$ cat config.mk
export PLATFORM = sky130hd
export DESIGN_NAME = nchit_cluster_table
export DESIGN_NICKNAME = d
export VERILOG_FILES = /design/src/rtl/nchit_pkg.sv /design/src/rtl/nchit_cluster_table.sv
export SDC_FILE = /design/constraint.sdc
export NUM_CORES = 2
export LEC_CHECK = 0
export BUFFER_PORTS_ARGS = -buffer_cell sky130_fd_sc_hd__buf_2
export CORE_MARGIN = 10
export CORE_UTILIZATION = 61
export CTS_BUF_LIST = sky130_fd_sc_hd__clkbuf_8
export DETAILED_ROUTE_END_ITERATION = 8
export PLACE_DENSITY = 0.81
export RECOVER_POWER = 100
export SETUP_SLACK_MARGIN = 0.3
export SYNTH_ARGS = -nofsm -noshare
export SYNTH_HDL_FRONTEND = slang
export SYNTH_SLANG_ARGS = --single-unit
$ cat constraint.sdc
create_clock -name clk -period 2.35 [get_ports clk]
set_input_delay 0.47 -clock clk [delete_from_list [all_inputs] [get_ports clk]]
set_output_delay 0.47 -clock clk [all_outputs]
set_load 0.1 [all_outputs]
$ cat src/rtl/nchit_pkg.sv
// Shared types, constants and codes for the nearest cluster hit assignment unit.
package nchit_pkg;

    localparam int MAX_HITS     = 1024;
    localparam int MAX_CLUSTERS = 64;

    localparam int HIT_AW   = $clog2(MAX_HITS);
    localparam int CNT_W    = HIT_AW + 1;
    localparam int CL_AW    = $clog2(MAX_CLUSTERS);
    localparam int ID_W     = 6;
    localparam int LAYER_W  = 12;
    localparam int POS_W    = 16;
    localparam int ENERGY_W = 16;
    localparam int DIST_W   = 2 * (POS_W + 1);

    localparam logic [1:0] FUNC_CLEAR = 2'd0;
    localparam logic [1:0] FUNC_LOAD  = 2'd1;
    localparam logic [1:0] FUNC_QUERY = 2'd2;

    localparam logic [1:0] STATUS_OK      = 2'd0;
    localparam logic [1:0] STATUS_DROPPED = 2'd1;
    localparam logic [1:0] STATUS_NONE    = 2'd2;

    localparam logic CFG_MAX_DIST  = 1'b0;
    localparam logic CFG_LAYER_WIN = 1'b1;

    localparam logic [DIST_W-1:0]  MAX_DIST_RST  = DIST_W'(6400);
    localparam logic [LAYER_W-1:0] LAYER_WIN_RST = LAYER_W'(10);

    typedef struct packed {
        logic [1:0]                func;
        logic [ID_W-1:0]           cluster_id;
        logic [LAYER_W-1:0]        layer;
        logic signed [POS_W-1:0]   pos_x;
        logic signed [POS_W-1:0]   pos_y;
        logic signed [POS_W-1:0]   pos_z;
        logic [ENERGY_W-1:0]       cluster_energy;
    } cmd_t;

    typedef struct packed {
        logic [1:0]                status;
        logic [ID_W-1:0]           best_cluster;
        logic [DIST_W-1:0]         best_distance_sq;
        logic [ENERGY_W-1:0]       best_energy;
    } res_t;

    typedef struct packed {
        logic [ID_W-1:0]           cluster_id;
        logic [LAYER_W-1:0]        layer;
        logic signed [POS_W-1:0]   pos_x;
        logic signed [POS_W-1:0]   pos_y;
        logic signed [POS_W-1:0]   pos_z;
    } hit_t;

    typedef struct packed {
        logic valid;
        logic first;
    } dist_ctl_t;

    typedef struct packed {
        logic               e_we;
        logic               m_we;
        logic               rd;
        logic               v_clear;
        logic [CL_AW-1:0]   waddr;
        logic [CL_AW-1:0]   raddr;
    } ctab_req_t;

    typedef enum logic [2:0] {
        S_IDLE,
        S_FX,
        S_FY,
        S_FZ,
        S_WAIT,
        S_UPD,
        S_CRD,
        S_CCMP
    } state_t;

endpackage

$ cat src/rtl/nchit_cluster_table.sv
// Per-cluster energy and least distance memories with per-query valid bits.
module nchit_cluster_table (
    input  logic                            clk,
    input  logic                            rst_n,
    input  nchit_pkg::ctab_req_t            req,
    input  logic [nchit_pkg::ENERGY_W-1:0]  e_wdata,
    input  logic [nchit_pkg::DIST_W-1:0]    m_wdata,
    output logic [nchit_pkg::ENERGY_W-1:0]  e_rdata,
    output logic [nchit_pkg::DIST_W-1:0]    m_rdata,
    output logic                            m_valid
);
    import nchit_pkg::*;

    logic [ENERGY_W-1:0]     energy_mem [MAX_CLUSTERS];
    logic [DIST_W-1:0]       min_mem [MAX_CLUSTERS];
    logic [MAX_CLUSTERS-1:0] valid_reg;
    logic [MAX_CLUSTERS-1:0] valid_next;
    logic                    m_valid_reg;
    logic [ENERGY_W-1:0]     e_rdata_reg;
    logic [DIST_W-1:0]       m_rdata_reg;

    always_comb
    begin
        valid_next = valid_reg;
        if (req.v_clear)
        begin
            valid_next = '0;
        end
        if (req.m_we)
        begin
            valid_next[req.waddr] = 1'b1;
        end
    end

    always_ff @(posedge clk or negedge rst_n)
    begin
        if (!rst_n)
        begin
            valid_reg   <= '0;
            m_valid_reg <= 1'b0;
        end
        else
        begin
            valid_reg <= valid_next;
            if (req.rd)
            begin
                m_valid_reg <= valid_reg[req.raddr];
            end
        end
    end

    always_ff @(posedge clk)
    begin
        if (req.e_we)
        begin
            energy_mem[req.waddr] <= e_wdata;
        end
        if (req.m_we)
        begin
            min_mem[req.waddr] <= m_wdata;
        end
        if (req.rd)
        begin
            e_rdata_reg <= energy_mem[req.raddr];
            m_rdata_reg <= min_mem[req.raddr];
        end
    end

    assign e_rdata = e_rdata_reg;
    assign m_rdata = m_rdata_reg;
    assign m_valid = m_valid_reg;

endmodule
# == After elaboration in Yosys (flattened, before gate mapping) ==
# Memory sizes are Yosys's and may differ from the RTL's. A register that Yosys moved wholly into a read port is not among the register bits.
# Index checks and enable logic that the tools add are counted.
# word_totals
wordCells,19
mem_count,2
mem_bits_rw,3200
register_bits,65
# op_classes
bitwise_logic,1
magnitude_cmp,3
reduce_logical,1
muxes,10
# mem_list
name,words,width,read_ports,rd_clocked_by_memory_dff,write_ports,line,source
min_mem,64,34,1,1,1,nchit_cluster_table.sv:15,logic [DIST_W-1:0] min_mem [MAX_CLUSTERS];
energy_mem,64,16,1,1,1,nchit_cluster_table.sv:14,logic [ENERGY_W-1:0] energy_mem [MAX_CLUSTERS];
# ops
op,n
two-way mux 64 bit,2
bitwise OR 64 bit,1
"less-than comparator 6 x 7 -> 1 bit, second input constant",2
binary-select mux 1 bit (select 6 bit),1
demux 1 bit (select 6 bit),1
"greater-or-equal comparator 6 x 1 -> 1 bit, second input constant",1
two-way mux 1 bit,6
logical AND 1 bit,1

# == Logic depth before layout (Yosys ltp) ==
# depth
ltp_word,6
ltp_mapped,10
ltp_nobuf,5

# == Worst setup path after synthesis ==
# No wires, ideal clock.
# synth_path
path_kind,in2reg
start,input req[6] (netlist bit)
end,"memory min_mem[17][0] (netlist bit), enable pin"
t_required_ns,1.925
t_arrival_ns,3.200
path_slack_ns,-1.275
path_buffers,3
stages,7
setup_ns,0.425
cell_sequence,clkbuf_1 > or3b_2 > clkbuf_1 > inv_1 > nand2_1 > clkbuf_1 > nor2_1
# synth_rtl
item,line,source
from (decl),nchit_cluster_table.sv:5,"input nchit_pkg::ctab_req_t req,"
to (decl),nchit_cluster_table.sv:15,
# No word-level cell before the write port.

# == Worst setup path after layout ==
# layout_path
start,input req[9] (netlist bit)
end,"memory min_mem[19][13] (netlist bit), enable pin"
# No word-level cell before the write port.

==> results.md <==
Min path:
- The hold path startpoint is req[10].
- Along the worst hold path, the cell count comes to 4.
- The end point of the worst hold path is valid_reg[48].
- In this run the worst hold path is classified as in2reg.

Placed design:
- At the end of routability-driven placement, the weighted congestion stood at 0.827.
- Detailed placement finished with a half-perimeter wire length of 199 mm.
- The pre-CTS worst setup slack is -0.995 ns.
- The number of cells after detailed placement is 8290.
- The number of buffers inserted by port buffering is 118.

Routing:
- In this run the top signal layer used is met5.
- The number of nets with antenna violations after detailed routing is 0.
- The number of iterations in the first detailed-routing pass is 6.
- The routed metal-1 wire length is 109 mm.
- After detailed routing, the total wire length is 354 mm.
- In the final routed layout, each cell accounts on average for 38.3 um.
- Wire segments on met3 add up to 48.9 mm in the final route.
- The number of vias in the routed layout is 65031.
- The routed design uses 172 mm of met2 wire.
- The detail-routed via count per cell is 7.05.
- The remaining design rule violation count is 0.
- The violation count after the first detailed-route iteration is 10163.

Critical path:
- The largest fanout on the critical path is 19.
- The kind of end point of the critical path is a flip-flop.
- By startpoint and endpoint, the worst setup path is classified as in2reg.
- In this run the worst setup path begins at req[9].
- The worst register-to-register path has a depth of 5.
- In this run the critical register-to-register path is launched from energy_mem[50][9].
- The worst path required time is 3.01 ns.
- The kind of start point of the critical path is an input port.
- The critical register-to-register path endpoint is e_rdata[9].
- The slack of the worst reg-to-reg path is -0.05 ns.
- The data arrival time of the critical path is 3.22 ns.

Yosys:
- The number of cells produced by synthesis is 5139.
- Counting flops with an async set or reset pin after synthesis yields a share of 1.96%.
- The most used flip-flop cell after synthesis is sky130_fd_sc_hd__edfxtp_1.
- After synthesis, the mean cell area works out to 24.5 um2.
- The warning count from the yosys run is 0.
- Sorting the synthesized cells by area gives the leading types as sky130_fd_sc_hd__edfxtp_1, sky130_fd_sc_hd__mux4_2, sky130_fd_sc_hd__dfrtp_1.
- In this run, synthesis produced a sequential element count of 3315.
- The distinct cell type count of the synthesized netlist is 34.
- In this run, synthesis inferred 3250 flip-flops with an integrated enable.
- Counting every net in the synthesized netlist gives 5207.
- In this run the biggest area consumer among cell types represents 77.5% of the synthesized area.
- The share of the Yosys chip area taken by registers is 78.8%.
- The area of the mapped netlist is 0.126 mm2.
- The cell accounting for the most synthesized area is sky130_fd_sc_hd__edfxtp_1.

Floorplanning:
- From left edge to right edge, the die measures 474 um.
- In this run the core area contains 166 standard-cell rows.
- The core region is 0.205 mm2.
- The area of the die is 0.225 mm2.
- For this configuration, the core starts out at a cell density of 61.5%.
- The y dimension of the die is 474 um.
- The number of placed I/O pins is 119.

Global routing:
- The pin count of the biggest net entering global routing is 66.
- The number of global-route vias before repair is 67065.
- For this run the aggregate overflow at the end of global routing stands at 0.
- The global routing usage summed across all routing layers is 31.6%.
- The wire length of the first global-routing pass is 501 mm.
- The initial antenna violation count came to 11.

Timing:
- Setup repair after global routing could not meet its margin everywhere.
- At the pin with the least slew margin, the transition time is 2.60 ns.
- The maximum frequency from static timing analysis is 391 MHz.
- The final worst-path cycle share is 109%.
- Setup violations remaining at the end of the flow were counted as 1009.
- The final number of max-transition violations was 687.
- The minimum clock period after layout is 2.56 ns.
- After layout, the worst setup slack is -0.207 ns.
- The total count of hold-check failures in the final report is 0.
- In this run the tightest slew margin relative to its limit is -73.6%.
- The final worst clock skew is 0.0990 ns.

Job:
- The count of maximum capacitance violations is 15.

Cells and area:
- For this run, the post-layout net count is 6225.
- The area growth from synthesis to layout is 14.7%.
- The number of flip-flops in the largest register is 2176.
- Leaving out fill and tap cells, the most frequent cells in the layout are sky130_fd_sc_hd__edfxtp_1, sky130_fd_sc_hd__mux4_2, sky130_fd_sc_hd__clkbuf_8.
- The post-route netlist has 35.9% of its cells at a drive strength greater than 1.
- For this run, the number of standard cells in the final layout without fillers is 9224.
- The most common library cell in the layout ignoring fill and taps is sky130_fd_sc_hd__edfxtp_1.

Clock network:
- The number of levels in the clock H-tree is 5.
- TritonCTS built the clock tree.
- The clock latency on the worst-skew pair is 1.13 ns.
- The total clock buffers created by CTS is 490.
- The tree is rooted in a sky130_fd_sc_hd__clkbuf_8.
- After clock tree synthesis, the clock-pin slew on the worst setup and hold paths is 0.06 ns.
- The clock net in this run drives a total of 3315 sinks.
- The clock tree buffer depth is 4.

Outcome:
- The run finished, with violations left.
- The checks that failed: capacitance limit, slew limit, setup timing.

Power:
- The leakage power of the design is 46.9 nW.
- The peak supply drop is 0.767 mV.
- The design draws 117 mW.
- In this run the power density over the cells is 809 mW/mm2.
## per-layer routing
metal  track usage, %  up-vias
met2             50.9     5860
met3             8.57     1332
li1                 -    24301
met5                0        -
met4             16.4       10
met1             40.0    33528
## cells in the mapped netlist, types with 7 or more instances
| master | number |
|---|---|
| sky130_fd_sc_hd__edfxtp_1 | 3250 |
| sky130_fd_sc_hd__mux4_2 | 1004 |
| sky130_fd_sc_hd__clkbuf_1 | 148 |
| sky130_fd_sc_hd__nor2_1 | 143 |
| sky130_fd_sc_hd__buf_2 | 112 |
| sky130_fd_sc_hd__a22oi_1 | 78 |
| sky130_fd_sc_hd__inv_1 | 78 |
| sky130_fd_sc_hd__o22ai_1 | 78 |
| sky130_fd_sc_hd__dfrtp_1 | 65 |
| sky130_fd_sc_hd__nand2_1 | 62 |
| sky130_fd_sc_hd__mux2i_1 | 24 |
| sky130_fd_sc_hd__buf_1 | 17 |
| sky130_fd_sc_hd__a211oi_1 | 10 |
| sky130_fd_sc_hd__nor2b_1 | 9 |
| sky130_fd_sc_hd__buf_4 | 7 |
| sky130_fd_sc_hd__nand3_1 | 7 |
## cells by family after synthesis
| group | count (synthesis) | share of synthesized area [%] |
|---|---|---|
| AO/OA/AOI/OAI | 182 | 1.00 |
| buffers and inverters | 367 | 1.26 |
| flip-flops | 3315 | 78.8 |
| multiplexers | 1032 | 18.2 |
| AND/OR/NAND/NOR | 243 | 0.804 |
## worst max path at each step
stage	endpoint	slack (ns)	cells past startpoint
3_5_place_dp	m_rdata[20]	-0.99	7
4_1_cts	m_rdata[11]	-0.20	1
2_1_floorplan	m_rdata[7]	-0.08	8
6_report	min_mem[19][13]	-0.21	6
3_3_place_gp	m_rdata[20]	-1.02	7
5_1_grt	m_rdata[11]	-0.17	1
## critical path, stage by stage
cell,delay (ns)
sky130_fd_sc_hd__dlygate4sd3_1,0.58
sky130_fd_sc_hd__clkbuf_1,0.24
sky130_fd_sc_hd__or3b_2,0.54
sky130_fd_sc_hd__clkbuf_2,0.39
sky130_fd_sc_hd__nor2_1,0.39
sky130_fd_sc_hd__clkbuf_4,0.57
## metrics by stage
step                      TNS, ns  instance area [um2]  hold slack [ns]  util (%)
after floorplan            -83.09               128000            0.174         -
after global placement     -29.47               138000            0.511      67.1
after detailed placement   -31.64               138000            0.518      67.1
after CTS                   -1.60               148000          0.00632      72.2
after global routing       -15.80               145000           0.0738      70.5
final                      -55.92               145000            0.125      70.5
## cell type report
type	count	area (um2)
sequential	3315	99200
fill	10786	60500
multi-input combinational	1457	25400
timing repair buffer	815	7310
clock buffer	501	6900
tap	2688	3360
clock inverter	363	1990
inverter	78	295
antenna	7	17.5
## power by group
part | internal, mW | switching (mW)
Sequential | 65.5 | 0.268
Clock | 21.8 | 22.0
Combinational | 3.00 | 4.37
## what timing repair did
| action | in CTS | in global routing |
|---|---|---|
| buffers inserted | 0 | 2 |
| pin swaps | 10 | 9 |
| hold buffers | 60 | 0 |
| setup endpoints to repair | 87 | 124 |
| resized for setup | 238 | 44 |
| endpoints found under the hold margin | 2229 | 0 |
| gates cloned | 0 | 1 |
No activity file was read; power rests on OpenSTA's default activity.
