File: config.mk
export PLATFORM = sky130hd
export DESIGN_NAME = nchit_dist_unit
export DESIGN_NICKNAME = d
export VERILOG_FILES = /design/src/rtl/nchit_pkg.sv /design/src/rtl/nchit_dist_unit.sv
export SDC_FILE = /design/constraint.sdc
export NUM_CORES = 1
export LEC_CHECK = 0
export BUFFER_PORTS_ARGS = -buffer_cell sky130_fd_sc_hd__buf_2
export CAP_MARGIN = 20
export CORE_ASPECT_RATIO = 0.6
export CORE_MARGIN = 2
export CORE_UTILIZATION = 55
export DETAILED_ROUTE_END_ITERATION = 10
export HOLD_SLACK_MARGIN = 0.08
export PLACE_DENSITY = 0.7
export SLEW_MARGIN = 20
export SYNTH_ARGS = -nofsm -noshare
export SYNTH_HDL_FRONTEND = slang
export SYNTH_SLANG_ARGS = --single-unit
File: constraint.sdc
create_clock -name clk -period 4.57 [get_ports clk]
set_input_delay 0.6855 -clock clk [delete_from_list [all_inputs] [get_ports clk]]
set_output_delay 0.6855 -clock clk [all_outputs]
set_load 0.05 [all_outputs]
File: src/rtl/nchit_pkg.sv
// Shared types, constants and codes for the nearest cluster hit assignment unit.
package nchit_pkg;

    localparam int MAX_HITS     = 1024;
    localparam int MAX_CLUSTERS = 64;

    localparam int HIT_AW   = $clog2(MAX_HITS);
    localparam int CNT_W    = HIT_AW + 1;
    localparam int CL_AW    = $clog2(MAX_CLUSTERS);
    localparam int ID_W     = 6;
    localparam int LAYER_W  = 12;
    localparam int POS_W    = 16;
    localparam int ENERGY_W = 16;
    localparam int DIST_W   = 2 * (POS_W + 1);

    localparam logic [1:0] FUNC_CLEAR = 2'd0;
    localparam logic [1:0] FUNC_LOAD  = 2'd1;
    localparam logic [1:0] FUNC_QUERY = 2'd2;

    localparam logic [1:0] STATUS_OK      = 2'd0;
    localparam logic [1:0] STATUS_DROPPED = 2'd1;
    localparam logic [1:0] STATUS_NONE    = 2'd2;

    localparam logic CFG_MAX_DIST  = 1'b0;
    localparam logic CFG_LAYER_WIN = 1'b1;

    localparam logic [DIST_W-1:0]  MAX_DIST_RST  = DIST_W'(6400);
    localparam logic [LAYER_W-1:0] LAYER_WIN_RST = LAYER_W'(10);

    typedef struct packed {
        logic [1:0]                func;
        logic [ID_W-1:0]           cluster_id;
        logic [LAYER_W-1:0]        layer;
        logic signed [POS_W-1:0]   pos_x;
        logic signed [POS_W-1:0]   pos_y;
        logic signed [POS_W-1:0]   pos_z;
        logic [ENERGY_W-1:0]       cluster_energy;
    } cmd_t;

    typedef struct packed {
        logic [1:0]                status;
        logic [ID_W-1:0]           best_cluster;
        logic [DIST_W-1:0]         best_distance_sq;
        logic [ENERGY_W-1:0]       best_energy;
    } res_t;

    typedef struct packed {
        logic [ID_W-1:0]           cluster_id;
        logic [LAYER_W-1:0]        layer;
        logic signed [POS_W-1:0]   pos_x;
        logic signed [POS_W-1:0]   pos_y;
        logic signed [POS_W-1:0]   pos_z;
    } hit_t;

    typedef struct packed {
        logic valid;
        logic first;
    } dist_ctl_t;

    typedef struct packed {
        logic               e_we;
        logic               m_we;
        logic               rd;
        logic               v_clear;
        logic [CL_AW-1:0]   waddr;
        logic [CL_AW-1:0]   raddr;
    } ctab_req_t;

    typedef enum logic [2:0] {
        S_IDLE,
        S_FX,
        S_FY,
        S_FZ,
        S_WAIT,
        S_UPD,
        S_CRD,
        S_CCMP
    } state_t;

endpackage

File: src/rtl/nchit_dist_unit.sv
// Shared squared distance unit: pre-subtract, square, accumulate.
module nchit_dist_unit (
    input  logic                                 clk,
    input  logic                                 rst_n,
    input  nchit_pkg::dist_ctl_t                 ctl,
    input  logic signed [nchit_pkg::POS_W-1:0]   a,
    input  logic signed [nchit_pkg::POS_W-1:0]   b,
    output logic [nchit_pkg::DIST_W-1:0]         acc
);
    import nchit_pkg::*;

    logic signed [POS_W:0]    diff;
    logic signed [DIST_W-1:0] prod;
    logic [DIST_W-1:0]        sq_reg;
    logic [DIST_W-1:0]        acc_reg;
    logic                     sq_vld_reg;
    logic                     sq_first_reg;

    assign diff = (POS_W + 1)'(a) - (POS_W + 1)'(b);
    assign prod = diff * diff;

    always_ff @(posedge clk or negedge rst_n)
    begin
        if (!rst_n)
        begin
            sq_vld_reg   <= 1'b0;
            sq_first_reg <= 1'b0;
        end
        else
        begin
            sq_vld_reg   <= ctl.valid;
            sq_first_reg <= ctl.first;
        end
    end

    // sum of three squares stays below 2^34, no overflow
    always_ff @(posedge clk)
    begin
        if (ctl.valid)
        begin
            sq_reg <= unsigned'(prod);
        end
        if (sq_vld_reg)
        begin
            acc_reg <= sq_first_reg ? sq_reg : acc_reg + sq_reg;
        end
    end

    assign acc = acc_reg;

endmodule

# Word level (Yosys, flattened, before mapping)

Index checks and enable logic that the tools add are counted.

Multiplexer cells: 1
Equality and inequality tests: 0
Multiply operators: 1
Bitwise gates (word level): 0
Shifts and indexed selects: 0
$lt $le $gt $ge: 0
Add/subtract/negate cells: 2
Div/mod/pow operators: 0
Reductions and logical operators: 0

Operator list:

| cell                         | number |
|---|---|
| adder 34 bit                 | 1 |
| multiplier 17 x 17 -> 34 bit | 1 |
| two-way mux 34 bit           | 1 |
| subtractor 16 x 16 -> 17 bit | 1 |

Memories: 0
Output and inout port bits: 34
Input bits: 36
RAM bits: 0
Bits in read-only memories: 0
Register bits after elaboration: 70
Logic and storage cells: 8
Bits in latches: 0

# Longest topological paths before layout

Gate-level depths: netlist of the first run.

Depth after elaboration: 2
Mapped depth: 37
Gate-level depth less buffers: 36

# Worst setup path after synthesis of the first run

Ideal clock, no wire load.

Kind: input -> register
Start point: in a[0] (netlist bit)
End point: reg sq_reg[33], data pin
Path buffers: 1
Required time: 4.304 ns
Cell stages on the path: 35
Data arrival time: 8.019 ns
Path slack: -3.716 ns
Setup time: 0.266 ns
Cell sequence: inv_1 > ha_1 > inv_1 > fa_1 > a21o_1 > a21oi_2 > o21bai_1 > a211o_1 > and3_4 > nor4_4 > nor2_2 > o31ai_4 > inv_2 > buf_2 > nor2_1 > fa_1 > fa_1 > inv_1 > fa_1 > inv_1 > fa_1 > fa_1 > inv_1 > fa_1 > inv_1 > ha_1 > a21o_1 > a21o_1 > a21oi_1 > o21a_1 > o21ai_0 > a21oi_1 > o31ai_1 > mux2i_1 > nand4_1

Cells in the longest elaborated chain, start to end: 2

RTL lines:

| what                         | line                  | text |
|---|---|---|
| from (decl)                  | nchit_dist_unit.sv:6  | `input logic signed [nchit_pkg::POS_W-1:0] a,` |
| subtractor 16 x 16 -> 17 bit | nchit_dist_unit.sv:19 | `assign diff = (POS_W + 1)'(a) - (POS_W + 1)'(b);` |
| multiplier 17 x 17 -> 34 bit | nchit_dist_unit.sv:20 | `assign prod = diff * diff;` |
| named net prod[33]           | nchit_dist_unit.sv:13 | `logic signed [DIST_W-1:0] prod;` |
| to (signal assigned)         | nchit_dist_unit.sv:41 | `sq_reg <= unsigned'(prod);` |
| to (decl)                    | nchit_dist_unit.sv:14 | `logic [DIST_W-1:0] sq_reg;` |

The timed path passes the listed nets, and every way through them passes these cells.
A chain may end at the register's enable or synchronous reset.

# Worst setup path in the final report of the first run

Start point: in b[1] (netlist bit)
End point: reg sq_reg[32], data pin

Cells in the longest elaborated chain, start to end: 2

RTL lines:

| what                         | line                  | text |
|---|---|---|
| from (decl)                  | nchit_dist_unit.sv:7  | `input logic signed [nchit_pkg::POS_W-1:0] b,` |
| subtractor 16 x 16 -> 17 bit | nchit_dist_unit.sv:19 |  |
| multiplier 17 x 17 -> 34 bit | nchit_dist_unit.sv:20 |  |
| named net prod[32]           | nchit_dist_unit.sv:13 |  |

The timed path passes the listed nets, and every way through them passes these cells.

==> qor.txt, run 1 <==
Rows: 46
Min Clock Period, post-route: 8.10 ns
antenna violations before repair: 0
Die Wd: 214 um
post-route insts no fill: 2233
Longest Clk Path Bufs: 2
DRC viols: 0
Crit Path Class: in -> reg
Main synth FF type: edfxtp_1
Crit Path Max Fanout: 6
Clock Pin Slew Worst Setup and Hold Paths: 0.06 ns
Avg WL per Cell: 16.4 um
WP data required: 4.65 ns
RSZ-0062 raised after global routing: yes
GP Congestion: 0.900
Post-Syn Instances: 1526
HP Class: in -> async
synthesized cell area: 14500 um2
Vias/cell: 5.26
syn_nets: 1963
max FFs per register: 34
status: complete, but fails checks
Total Routing Usage GR: 28.2%
area leader, netlist: fa_1
failing checks: setup timing
R2R Setup Slk: 0.91 ns
Post-synth EDFFs: 67
max cap viols: 0
Ports: 70
clk_lat worst skew: 0.33 ns
port bufs: 69
Crit. Startpoint: b[1]
final hold viol count: 0
Placed Instances: 2177
H-tree depth: 3
Critical Path End Type: flop
CP startpoint kind: input port
top area cells in the synthesized netlist: fa_1 38%, edfxtp_1 14%, ha_1 11%
Crit path arrival time: 8.19 ns
worst clock skew: 0.00818 ns
fin crit share: 177%
FF-to-FF path depth: 10
clk sinks: 69
nets: 2305
Detail Placement HPWL: 29800 um
Post-synth ARST share: 2.90%
final setup fails: 29
CTS root buf: clkbuf_16
reg2reg start: sq_reg[3]
n_diodes: 0
Initial Util: 55.4%
largest net degree at the start of global routing: 43
most used cell along the critical path: fa_1
DP Worst Slack: -3.92 ns
synth unique cells: 80
number of hold buffers added after cts: 0
Iter 0 DRT Violations: 659
critical path's largest stage delay: 0.57 ns
register area share after synthesis: 14.2%
Detail Route Antenna Nets: 0
Area growth syn-to-layout: 29.1%
Die ar.: 27800 um2
worst flop-to-flop path endpoint: acc[33]
fmax: 123 MHz
fin worst setup slack: -3.53 ns
first-pass GRT wire length: 61000 um
worst-margin pin slew: 0.843 ns
vias in the first global route: 12600
Worst path slowest cell: fa_1
Slew headroom: 43.8%
GRT overflow: 0
CTS buffer count: 9
share of the synthesized area in the top cell type: 37.6%
CTS tree: built
TritonRoute pass-1 iters: 6
share of cells above drive strength 1: 30.1%
Max Slew Vio Count: 0
yosys warns: 0
Post-Route Hold Slack: 0.129 ns
drt total wl: 36600 um
Die Y: 130 um
Core Area: 26200 um2
synthesized area per cell: 9.51 um2
Yosys reg bits: 69
via count: 11700
## through the flow
stage                     util (%)  area [um2]  TNS, ns
after floorplan                  -       14800   -70.81
after global placement        66.2       17300   -85.19
after detailed placement      66.2       17300   -88.40
after CTS                     69.7       18200   -73.79
after global routing          71.6       18700   -83.26
final                         71.6       18700   -76.02
## cell families after synthesis
family          synth area share [%]
fa+ha+maj                       48.7
buf+inv                         10.2
simple gates                    11.2
compound gates                  10.7
xor+xnor                        4.58
flops                           14.2
mux                            0.448
## layout by cell type, fill, tap and decap left out, types with 30 or more instances in the layout
cell type	instances
inv_1	321
buf_4	269
fa_1	266
nand2_1	140
ha_1	107
nor2_1	74
buf_2	68
edfxtp_1	67
a21oi_1	44
o21ai_0	43
xnor2_1	42
buf_6	30
## layout make-up
type,count,area [um2]
multi-input combinational,1067,11800
fill,1938,7440
timing repair buffer,370,2750
sequential,69,2060
inverter,351,1340
tap,360,450
clock buffer,10,229
clock inverter,6,87.6
## worst max-delay path: cells and delay by family
family | cells | cell delay [ns]
AND/OR/NAND/NOR | 2 | 0.20
AO/OA/AOI/OAI | 15 | 2.94
adder cells (fa/ha/maj) | 8 | 3.45
XOR/XNOR | 1 | 0.08
buffers and inverters | 8 | 0.80
## how the worst max path moves through the flow
stage,to,slack (ns),cells after the start
2_1_floorplan,sq_reg[26],-3.36,35
3_3_place_gp,sq_reg[33],-3.81,34
3_5_place_dp,sq_reg[26],-3.92,32
4_1_cts,sq_reg[33],-3.46,37
5_1_grt,sq_reg[26],-3.82,33
6_report,sq_reg[32],-3.53,34
## cell usage after synthesis, types with 5 or more instances
master and count:
nor2b_1 9, a21oi_1 63, o21bai_1 9, buf_2 7, o21ai_1 8, ha_1 128, edfxtp_1 67, and3_1 9
a211oi_1 7, nand4_1 9, and2_1 22, nor2_1 97, a31oi_1 5, nor3_1 12, o21ai_0 48, a21o_1 22
xnor2_1 46, inv_1 346, nand3_1 16, o21a_1 12, nand2b_1 8, nand2_1 151, a211o_1 8, fa_1 273
xor2_1 28, o31ai_1 6, clkbuf_1 31
## what timing repair did
item                                   4_1_cts  5_1_grt
gates cloned                                 0        0
pin swaps                                   66       51
endpoints found under the hold margin        0        0
gates resized for setup                     95       87
setup endpoints to repair                   29       29
buffers inserted                            27       18
## layer usage
metal,global-route usage (%),share of wire [%],wire length (um),vias to the layer above
met5,0,0,0,-
met4,6.86,2.4,871,0
met1,37.2,43,15700,5832
li1,-,-,-,5499
met2,48.4,49,17800,329
met3,5.61,6.3,2320,76
Power of run 1 is left out: the tool's default activity adds up to more than one toggle a clock period on the data nets, which glitch-free logic cannot reach.
==> run 2, diff against run 1 <==
--- a/config.mk
+++ b/config.mk
@@ -12,7 +12,8 @@
 export CORE_UTILIZATION = 55
 export DETAILED_ROUTE_END_ITERATION = 10
 export HOLD_SLACK_MARGIN = 0.08
-export PLACE_DENSITY = 0.7
+export PLACE_DENSITY = 0.73
+export RECOVER_POWER = 25
 export SLEW_MARGIN = 20
 export SYNTH_ARGS = -nofsm -noshare
 export SYNTH_HDL_FRONTEND = slang
==> run 2 against run 1 <==
Net effect:
- the run ends with capacitance limit, slew limit, setup timing left
- sequential share of layout area fell by 0.32 points
- non-clock buffer count rose by 26
- global-route usage rose by 1.0 points
- sequential cell count did not move
- critical path depth rose by 1
- utilization rose by 2.1 points
- die area did not move
- largest cell class unchanged
==> qor.txt, run 2 (synthesis results as in run 1) <==
Die Y: 130 um (unchanged)
nets: 2331 (+1.1%)
port bufs: 69 (unchanged)
critical path's largest stage delay: 0.54 ns (-0.03 ns)
via count: 12000 (+2.4%)
GP Congestion: 0.953 (+5.8%)
gr busiest metal: met2
antenna violations before repair: 0 (unchanged)
Detail Route Antenna Nets: 0 (unchanged)
GR Util met2: 49.4% (+0.97 points)
RSZ-0062 raised after global routing: yes
status: complete, but fails checks
n_diodes: 0 (unchanged)
Initial Util: 55.4% (unchanged)
TNS Setup: -77.21 ns (-1.18 ns)
HP Class: in -> async
Crit Path Max Fanout: 4 (-2)
fin crit share: 178% (+0.82 points)
DRC viols: 0 (unchanged)
drt total wl: 38300 um (+4.7%)
met1 GRT Util: 39.6% (+2.5 points)
H-tree depth: 3 (unchanged)
Util after Layout: 73.7% (+2.1 points)
final hold viol count: 0 (unchanged)
Area growth syn-to-layout: 32.9%
Avg WL per Cell: 17.0 um (+3.5%)
final setup fails: 29 (unchanged)
fin worst setup slack: -3.57 ns (-0.0375 ns)
FF-to-FF path depth: 10 (unchanged)
Worst path slowest cell: fa_2
Post-Route Hold Slack: 0.124 ns (-0.00506 ns)
max FFs per register: 34 (unchanged)
vias in the first global route: 12800 (+1.8%)
CP startpoint kind: input port
Min Clock Period, post-route: 8.14 ns (+0.0375 ns)
largest net degree at the start of global routing: 46 (+7.0%)
most frequent cells in the layout: 304 x inv_1, 270 x buf_4, 259 x fa_1
most common cell after layout, fill and taps aside: inv_1
Core Area: 26200 um2 (unchanged)
Die Wd: 214 um (unchanged)
Crit path arrival time: 8.22 ns (+0.03 ns)
CTS buffer count: 9 (unchanged)
TritonRoute pass-1 iters: 5 (-1)
first-pass GRT wire length: 63300 um (+3.7%)
Ports: 70 (unchanged)
GRT met3 Usage: 6.55% (+0.94 points)
clk_lat worst skew: 0.34 ns (about the same)
Vias/cell: 5.32 (+1.2%)
CTS root buf: clkbuf_16
CTS tree: built
failing checks: capacitance limit, slew limit, setup timing
Longest Clk Path Bufs: 2 (unchanged)
Max Slew Vio Count: 35 (+35)
WP data required: 4.65 ns (about the same)
Slew headroom: -35.5% (-79 points)
Die ar.: 27800 um2 (unchanged)
clk sinks: 69 (unchanged)
Iter 0 DRT Violations: 742 (+13%)
Clock Pin Slew Worst Setup and Hold Paths: 0.06 ns (about the same)
max cap viols: 1 (+1)
Detail Placement HPWL: 29800 um (about the same)
share of cells above drive strength 1: 33.3% (+3.3 points)
Rows: 46 (unchanged)
Total Routing Usage GR: 29.2% (+1.0 points)
Critical Path End Type: flop
fmax: 123 MHz (-0.46%)
worst clock skew: 0.00991 ns (+0.00173 ns)
worst-margin pin slew: 2.03 ns (+1.19 ns)
GRT overflow: 0 (unchanged)
Crit Path Class: in -> reg
==> run 2: path summary, 6_finish.rpt <==
kind                                 to       start  slack, ns
min in group clk           sq_first_reg      ctl[0]       0.45
max reg2reg                     acc[33]      acc[3]       0.94
min reg2reg                     acc[11]  sq_reg[11]       0.58
max in group asynchronous  sq_first_reg       rst_n       4.31
min                          sq_vld_reg       rst_n       0.12
max                          sq_reg[26]        a[0]      -3.57
==> run 2: cell type report <==
cell class	count	area, um2
Clock inverter	7	98.8
Inverter	351	1350
Sequential cell	69	2060
Timing Repair Buffer	396	3070
Tap cell	360	450
Multi-Input combinational cell	1067	12000
Fill cell	1767	6890
Clock buffer	9	225
==> run 2: worst max-delay path, delay by kind of cell <==
family,cells,cell delay (ns)
adders and majority gates,9,3.69
AOI/OAI and AO/OA,12,2.59
buffers and inverters,9,0.55
muxes,2,0.39
and+or+nand+nor,3,0.32
==> run 2: routing by layer <==
layer	share of wire (%)	wire, um
met1	42	16100
met3	7.1	2710
met2	49	18700
met4	2.0	775
met5	0	0
==> run 2: through the flow <==
stage	area, um2	std cells	setup WS, ns
floorplan	14800	1526	-3.36
global placement	17300	2175	-4.02
detailed placement	17300	2175	-4.14
CTS	18800	2248	-3.46
global route	19300	2259	-3.84
finish	19300	2259	-3.57
==> run 2: repair_timing <==
action / in CTS / in global routing
buffers inserted: 69 / 24
pin swaps: 75 / 48
resized for setup: 153 / 124
gates cloned: 1 / 0
setup endpoints to repair: 29 / 29
hold buffers: 0 / 0
Power of run 2 is left out for the same reason.
